**config.mk**
```make
export PLATFORM = sky130hd
export DESIGN_NAME = hbq_band
export DESIGN_NICKNAME = d
export VERILOG_FILES = /design/src/hbq_pkg.sv /design/src/hbq_band.sv
export SDC_FILE = /design/constraint.sdc
export NUM_CORES = 2
export LEC_CHECK = 0
export BUFFER_PORTS_ARGS = -buffer_cell sky130_fd_sc_hd__buf_4
export CORE_UTILIZATION = 45
export CTS_CLUSTER_DIAMETER = 50
export DETAILED_ROUTE_END_ITERATION = 10
export GPL_ROUTABILITY_DRIVEN = 0
export HOLD_SLACK_MARGIN = 0.06
export SLEW_MARGIN = 25
export SYNTH_ARGS = -nofsm -noshare
export SYNTH_HDL_FRONTEND = slang
export SYNTH_SLANG_ARGS = --single-unit
```
**constraint.sdc**
```tcl
create_clock -name clk -period 11.8 [get_ports clk]
set_input_delay 1.18 -clock clk [delete_from_list [all_inputs] [get_ports clk]]
set_output_delay 1.18 -clock clk [all_outputs]
set_load 0.1 [all_outputs]
```
**src/hbq_pkg.sv**
```systemverilog
// ----------------------------------------------------------------------------
// hbq_pkg
// shared constants and types of the hue band qualifier
// ----------------------------------------------------------------------------
package hbq_pkg;

    localparam int BANDS_DEFAULT = 4;
    localparam int BAND_REGS     = 4;
    localparam int BAND_W        = 39;
    localparam int HUE_W         = 8;
    localparam int LEVEL_W       = 8;
    localparam int MEMB_W        = 17;
    localparam int CFG_IDX_W     = 3;

    // register indexes of the configuration port
    localparam logic [CFG_IDX_W-1:0] REG_MASTER_ENABLE = 3'd0;
    localparam logic [CFG_IDX_W-1:0] REG_EXCLUDE_MODE  = 3'd1;
    localparam logic [CFG_IDX_W-1:0] REG_BAND_0        = 3'd2;
    localparam logic [CFG_IDX_W-1:0] REG_BAND_1        = 3'd3;
    localparam logic [CFG_IDX_W-1:0] REG_BAND_2        = 3'd4;
    localparam logic [CFG_IDX_W-1:0] REG_BAND_3        = 3'd5;

    // angle constants in 1/16 and 1/32 degree
    localparam logic [12:0] TURN16      = 13'd5760;
    localparam logic [12:0] NEAR_TURN16 = 13'd5752;
    localparam logic [11:0] HALF_TURN16 = 12'd2880;
    localparam logic [13:0] TURN32      = 14'd11520;
    localparam logic [HUE_W-1:0] HUE_BINS = 8'd180;

    localparam logic [MEMB_W-1:0] MEMB_ONE = 17'd65536;

    // division steps, one per stage
    localparam int DIV_STEPS = MEMB_W;
    // stages ahead of the divider: distance, squares, cubes, dividend
    localparam int BAND_LAT  = 4 + DIV_STEPS;
    // start to done: input, band, max, level stages
    localparam int PIPE_LAT  = BAND_LAT + 3;

    typedef struct packed {
        logic full;
        logic zero;
    } memb_flags_t;

endpackage

```
**src/hbq_band.sv**
```systemverilog
// ----------------------------------------------------------------------------
// hbq_band
// membership of one hue in one band, pipelined through stages a to d and the divider
// ----------------------------------------------------------------------------
module hbq_band (
    input  logic                        clk,
    input  logic [hbq_pkg::BAND_W-1:0]  band_word,
    input  logic [hbq_pkg::HUE_W-1:0]   hue_bin,
    output logic [hbq_pkg::MEMB_W-1:0]  membership
);
    import hbq_pkg::*;

    // stage a: circular distance and band edges
    logic [12:0] centre16;
    logic [12:0] width16;
    logic [11:0] soft16;
    logic [12:0] feather;
    logic [13:0] hue32;
    logic [13:0] centre32;
    logic [13:0] diff;
    logic [13:0] wrap_diff;
    logic [13:0] arc_dist;
    logic [13:0] outer;
    logic        is_full;
    memb_flags_t flg_a_next;
    logic [12:0] a_next;

    memb_flags_t flg_a_reg;
    logic [12:0] a_reg;
    logic [12:0] f_a_reg;

    always_comb
    begin
        centre16 = band_word[13:1];
        if (centre16 >= TURN16)
        begin
            centre16 = centre16 - TURN16;
        end
        width16 = band_word[26:14];
        if (width16 > TURN16)
        begin
            width16 = TURN16;
        end
        soft16 = band_word[38:27];
        if (soft16 > HALF_TURN16)
        begin
            soft16 = HALF_TURN16;
        end
        feather   = {soft16, 1'b0};
        hue32     = {hue_bin, 6'b0};
        centre32  = {centre16, 1'b0};
        diff      = (hue32 > centre32) ? (hue32 - centre32) : (centre32 - hue32);
        wrap_diff = TURN32 - diff;
        arc_dist  = (wrap_diff < diff) ? wrap_diff : diff;
        outer     = {1'b0, width16} + {1'b0, feather};
        is_full   = (width16 >= NEAR_TURN16) || (arc_dist <= {1'b0, width16});
        flg_a_next.full = band_word[0] && is_full;
        flg_a_next.zero = !band_word[0]
                          || (!is_full && ((feather == 13'd0) || (arc_dist >= outer)));
        a_next = arc_dist[12:0] - width16;
    end

    always_ff @(posedge clk)
    begin
        flg_a_reg <= flg_a_next;
        a_reg     <= a_next;
        f_a_reg   <= feather;
    end

    // stage b: squares and linear term
    logic [12:0] fa;
    memb_flags_t flg_b_reg;
    logic [25:0] fa2_reg;
    logic [25:0] ff_reg;
    logic [14:0] t_reg;
    logic [12:0] f_b_reg;

    assign fa = f_a_reg - a_reg;

    always_ff @(posedge clk)
    begin
        flg_b_reg <= flg_a_reg;
        fa2_reg   <= fa * fa;
        ff_reg    <= f_a_reg * f_a_reg;
        t_reg     <= {2'b0, f_a_reg} + {1'b0, a_reg, 1'b0};
        f_b_reg   <= f_a_reg;
    end

    // stage c: numerator and denominator cubes (both stay below 2^38)
    logic [40:0] num_full;
    logic [38:0] den_full;
    memb_flags_t flg_c_reg;
    logic [37:0] num_reg;
    logic [37:0] den_c_reg;

    assign num_full = fa2_reg * t_reg;
    assign den_full = ff_reg * f_b_reg;

    always_ff @(posedge clk)
    begin
        flg_c_reg <= flg_b_reg;
        num_reg   <= num_full[37:0];
        den_c_reg <= den_full[37:0];
    end

    // stage d: rounded dividend num * 2^16 + den / 2
    logic [54:0] dividend;

    assign dividend = {1'b0, num_reg, 16'b0} + {18'b0, den_c_reg[37:1]};

    memb_flags_t             flg_reg [0:DIV_STEPS];
    logic [37:0]             rem_reg [0:DIV_STEPS-1];
    logic [37:0]             den_reg [0:DIV_STEPS-1];
    logic [DIV_STEPS-1:0]    nlo_reg [0:DIV_STEPS-1];
    logic [MEMB_W-1:0]       q_reg   [0:DIV_STEPS];

    always_ff @(posedge clk)
    begin
        flg_reg[0] <= flg_c_reg;
        rem_reg[0] <= dividend[54:17];
        nlo_reg[0] <= dividend[16:0];
        den_reg[0] <= den_c_reg;
        q_reg[0]   <= '0;
    end

    // restoring division, one quotient bit per stage
    for (genvar k = 0; k < DIV_STEPS; k++)
    begin : g_div
        localparam int BIT = DIV_STEPS - 1 - k;
        logic [38:0] trial;
        logic [38:0] diff_t;
        logic        take;

        assign trial  = {rem_reg[k], nlo_reg[k][BIT]};
        assign diff_t = trial - {1'b0, den_reg[k]};
        assign take   = (trial >= {1'b0, den_reg[k]});

        always_ff @(posedge clk)
        begin
            flg_reg[k+1] <= flg_reg[k];
            q_reg[k+1]   <= {q_reg[k][MEMB_W-2:0], take};
        end

        if (k < DIV_STEPS - 1)
        begin : g_carry
            always_ff @(posedge clk)
            begin
                rem_reg[k+1] <= take ? diff_t[37:0] : trial[37:0];
                nlo_reg[k+1] <= nlo_reg[k];
                den_reg[k+1] <= den_reg[k];
            end
        end
    end

    always_comb
    begin
        if (flg_reg[DIV_STEPS].full)
        begin
            membership = MEMB_ONE;
        end
        else if (flg_reg[DIV_STEPS].zero)
        begin
            membership = '0;
        end
        else
        begin
            membership = q_reg[DIV_STEPS];
        end
    end

endmodule

```
Word-level counts from Yosys, hierarchy flattened --
Memory sizes are Yosys's and may differ from the RTL's. Index checks and enable logic that the tools add are counted.
Word-level totals: memories 5, bits in writable memories 1923, bits in read-only memories 0, register bits 181, input bits 48, latch bits 0, output and inout port bits 17
Memories:
- den_reg | depth 17, bits a word 38, read ports 17, clocked after memory_dff 0, write ports 17, line hbq_band.sv:113 | logic [37:0] den_reg [0:DIV_STEPS-1];
- rem_reg | depth 17, bits a word 38, read ports 17, clocked after memory_dff 0, write ports 17, line hbq_band.sv:112 | logic [37:0] rem_reg [0:DIV_STEPS-1];
- q_reg | depth 18, bits a word 17, read ports 18, clocked after memory_dff 0, write ports 18, line hbq_band.sv:115 | logic [MEMB_W-1:0] q_reg [0:DIV_STEPS];
- nlo_reg | depth 17, bits a word 17, read ports 17, clocked after memory_dff 0, write ports 17, line hbq_band.sv:114 | logic [DIV_STEPS-1:0] nlo_reg [0:DIV_STEPS-1];
- flg_reg | depth 18, bits a word 2, read ports 18, clocked after memory_dff 0, write ports 18, line hbq_band.sv:111 | memb_flags_t flg_reg [0:DIV_STEPS];
Operators by class: bitwise gates (word level) 0, muxes and demuxes 23, multiply operators 4, div/mod/pow operators 0, equality and inequality tests 0, $add $sub $neg 25, $lt $le $gt $ge 25, reduce and logical (&&, ||, !) cells 8, shift-type cells 0
Operators by type and width (count):
- $ge A39 B38 Y1 | 17
- $mux W38 | 16
- $sub A38 B38 Y38 | 16
- $add A54 B37 Y55 | 1
- $mul A26 B15 Y38 | 1
- $mul A24 B12 Y35 | 1
- $mux W17 | 2
- $mux W14 | 2
- $sub A14 B14 Y14 | 2
- $ge A13 B13 Y1 const B | 2
- $mul A13 B13 Y26 | 1
- $mux W13 | 2
- $sub A13 B13 Y13 | 2
- $mul A12 B12 Y24 | 1
- $add A13 B14 Y15 | 1
- $add A13 B13 Y14 | 1
- $ge A14 B14 Y1 | 1
- $gt A14 B14 Y1 | 1
- $le A14 B13 Y1 | 1
- $lt A14 B14 Y1 | 1
- $sub A14 B14 Y14 const A | 1
- $gt A13 B13 Y1 const B | 1
- $sub A13 B13 Y13 const B | 1
- $gt A12 B12 Y1 const B | 1
- 5 further kinds | 9

Logic depth before layout (Yosys ltp) --
depth in word-level cells 12, mapped depth 44, mapped depth without buffers 42

Worst setup path after synthesis --
OpenSTA, ideal clock, no wires.
path kind input port to flip-flop, start point in band_word[1] (netlist bit), end point reg flg_a_reg[0] (netlist bit), path slack 3204 ps, setup time 121 ps, path buffers 2, stages on the path 42, data arrival time 8475 ps, path through inv_1 ha_1 nor3b_1 nand3_1 nand2_1 nand2_1 or2_2 xnor2_1 ha_1 nand4_1 a21o_1 o21a_1 buf_4 nor2_4 nor2_1 a21oi_1 nand3_1 or2_2 (+6 left out) o22a_1 a211oi_1 o32ai_1 a211o_1 a21oi_1 nor2b_1 clkbuf_1 mux2i_1 ha_1 a21o_1 a21o_1 a21oi_1 o21ai_0 a211o_1 a21oi_1 o21ai_0 a211oi_1 o21ai_1
RTL lines:
- start: declaration | line hbq_band.sv:7 | input logic [hbq_pkg::BAND_W-1:0] band_word,
- end signal: assignment | line hbq_band.sv:65 | flg_a_reg <= flg_a_next;
- end: declaration | line hbq_band.sv:28 | memb_flags_t flg_a_reg;

==> out/qor.yml <==
synthesis:
  synth_cell_type_count: 100
  syn-num-nets: 12300
  synth_fa_ha_area_frac: 0.266
  syn_area_um2: 97900
  synth-xor-area-share: 0.0566
  synth_flop_cell: "dfxtp_1"
  synth_compound_area_frac: 0.127
  synth_warnings: 0
  synthArstFlopShare: 0
  synth_top_family_by_area: "adder cells"
  synthMuxAreaShare: 0.0314
  netlist_instances: 10600
  ys_seq_area_frac: 0.319
  postSynthAreaPerCell_um2: 9.28
  synth_edf_count: 0
  yosys_register_bits: 1561
  synthSimpleGateAreaFrac: 0.133
place:
  dp.final_hpwl_um: 192000
  port-buffer-count: 64
detailed_routing:
  vias: 71900
  drtIter0Drc: 4256
  drc_errors: 0
  via_per_inst: 5.27
  wire_per_inst_um: 17.7
  wl_um: 242000
  antenna_left: 0
  drt-pass1-iter-count: 6
clock_tree:
  cts.sinks: 1561
  cts_setup_buffers: 0
  insertion_delay_ns: 0.85
  cts-hold-fix-buffers: 0
  cts_htree_levels: 4
  cts_root_buf: "clkbuf_16"
  cts_tree: "built"
  cts-resized-gates: 0
  numCtsBuffers: 195
  cts_buffer_depth: 3
  cts.reportedPaths.clkPinSlew_ns: 0.06
timing:
  min_period_ns: 9.34
  fmax_ghz: 0.107
  setup_viol: 0
  skew_ns: 0.0425
  worstMarginPinSlew_ns: 1.19
  period_share: 0.792
  tns_ns: 0
  drv_slew: 0
  slew_headroom: 0.201
  rsz0062_at_grt: "false"
  finalHoldViolations: 0
layout:
  final_util: 0.506
  largest_reg_flops: 643
  areaGrowthSynthToFinish_pct: 11.3
  fillers: 19600
  drive_gt1_frac: 0.0740
  nNetsFinal: 12400
floorplan:
  rows: 170
  start_util: 0.454
  core_area_um2: 215000
  fp.dieH_um: 468
  fp.dieArea_um2: 219000
  num_io_pins: 65
  die_w_um: 468
critical_path:
  worstSetupPathType: "in -> reg"
  cp-start-kind: "input port"
  cpPeakStageDelay_ns: 0.50
  worstPathArrival_ns: 10.08
  critPathTopFamily: "compound AO/OA/AOI/OAI gates"
  path_buf_inv: 3
  crit_slowest_cell: "o21a_1"
  end_kind: "flop"
  cp_data_required_time_ns: 12.54
  cp_max_fo: 10
status:
  status: "finished clean"
grt:
  grt_max_degree: 63
  grt_pass1_vias: 73500
  globalRouteOverflowTotal: 0
  grt_pass1_wl_um: 390000
  antenna_found_initial: 2
  grtUsageTotal: 0.222
job:
  drv_cap: 0
min_path:
  hold_path.class: "reg -> reg"
-- final timing paths --
check                                    from             end  slack, ns  cells past startpoint
worst max-delay path             band_word[1]    flg_a_reg[0]       2.46                     41
worst min register to register  den_c_reg[17]  den_reg[0][17]       0.31                      0
worst min-delay path            den_c_reg[17]  den_reg[0][17]       0.31                      0
worst max register to register     f_a_reg[1]     fa2_reg[25]       3.49                     32
-- cells in the mapped netlist (all sizes together) (88+ instances only) --
| cell type | number | share of area |
|---|---|---|
| dfxtp | 1561 | 0.32 |
| inv | 1506 | 0.058 |
| ha | 1001 | 0.13 |
| nand2 | 912 | 0.035 |
| fa | 677 | 0.14 |
| nor2 | 596 | 0.023 |
| a21oi | 580 | 0.030 |
| o21ai | 481 | 0.025 |
| xnor2 | 446 | 0.040 |
| and2 | 339 | 0.022 |
| a21o | 280 | 0.021 |
| mux2 | 238 | 0.027 |
| clkbuf | 210 | 0.0081 |
| xor2 | 185 | 0.017 |
| nor3 | 144 | 0.0074 |
| nand3 | 124 | 0.0063 |
| nor2b | 122 | 0.0078 |
| nand2b | 110 | 0.0070 |
| nand4 | 110 | 0.0070 |
| o21a | 105 | 0.0081 |
| o21bai | 88 | 0.0067 |
-- worst register-to-register path, delay by kind of cell (launching register included) --
family	cells	cell delay, ns
adders and majority gates	7	3.29
AOI/OAI and AO/OA	12	2.35
and+or+nand+nor	6	1.07
buffers and inverters	6	0.78
DFF	1	0.52
xor gates and xnor gates	1	0.16
-- through the flow --
| step | setup WS [ns] | std cells | hold WS, ns | area, µm² |
|---|---|---|---|---|
| after floorplan | 3.20 | 10600 | 0.310 | 97900 |
| after global placement | 1.73 | 13300 | 0.310 | 102000 |
| after detailed placement | 1.66 | 13300 | 0.312 | 102000 |
| after CTS | 2.57 | 13700 | 0.304 | 109000 |
| after global routing | 1.78 | 13700 | 0.317 | 109000 |
| final | 2.46 | 13700 | 0.309 | 109000 |
-- per-layer routing --
layer,GRT usage,share of wire,vias to the layer above
met2,0.372,0.46,1694
met4,0.0841,0.037,0
li1,-,-,35100
met5,0,0,-
met1,0.287,0.45,34600
met3,0.0342,0.048,470
-- cell usage in the layout (no fill, tap or decap), drive strengths merged, types with 34 or more instances in the layout --
cell and count:
nor4 38, nor3 144, a21o 280, nor2b 122
and2 339, inv 1546, or2 34, xor2 185
ha 1001, nand2b 110, a211oi 52, nand4 110
buf 118, mux2 238, a21boi 61, fa 677
a21oi 580, o21a 105, o211ai 37, nor2 596
or3 40, clkbuf 240, a31oi 44, and3 55
o31ai 53, o21ai 481, clkinv 49, o21bai 88
nand2 912, dfxtp 1561, nand3 124, mux2i 39
xnor2 446
-- layout make-up --
class                   count  area (µm²)  share of cell area
diodes                      4        10.0           0.0000919
clock buffers             240        5390              0.0495
clock inverters           127        1810              0.0166
inverters                1508        5660              0.0520
multi-input cells        7259       60300               0.554
flip-flops and latches   1561       31300               0.287
well taps                2838        3550              0.0326
repair buffers            118         938             0.00862
-- kinds of logic (layout without fill, tap and decap cells) --
group                    Yosys count  count (layout)
adder cells (fa/ha/maj)         1679            1679
AO/OA/AOI/OAI                   1963            1963
other                              1               5
flip-flops                      1561            1561
AND/OR/NAND/NOR                 2708            2708
buffers and inverters           1734            1993
multiplexers                     277             277
XOR/XNOR                         631             631
Power is left out: the tool's default activity adds up to more than one toggle a clock period on the data nets, which glitch-free logic cannot reach.
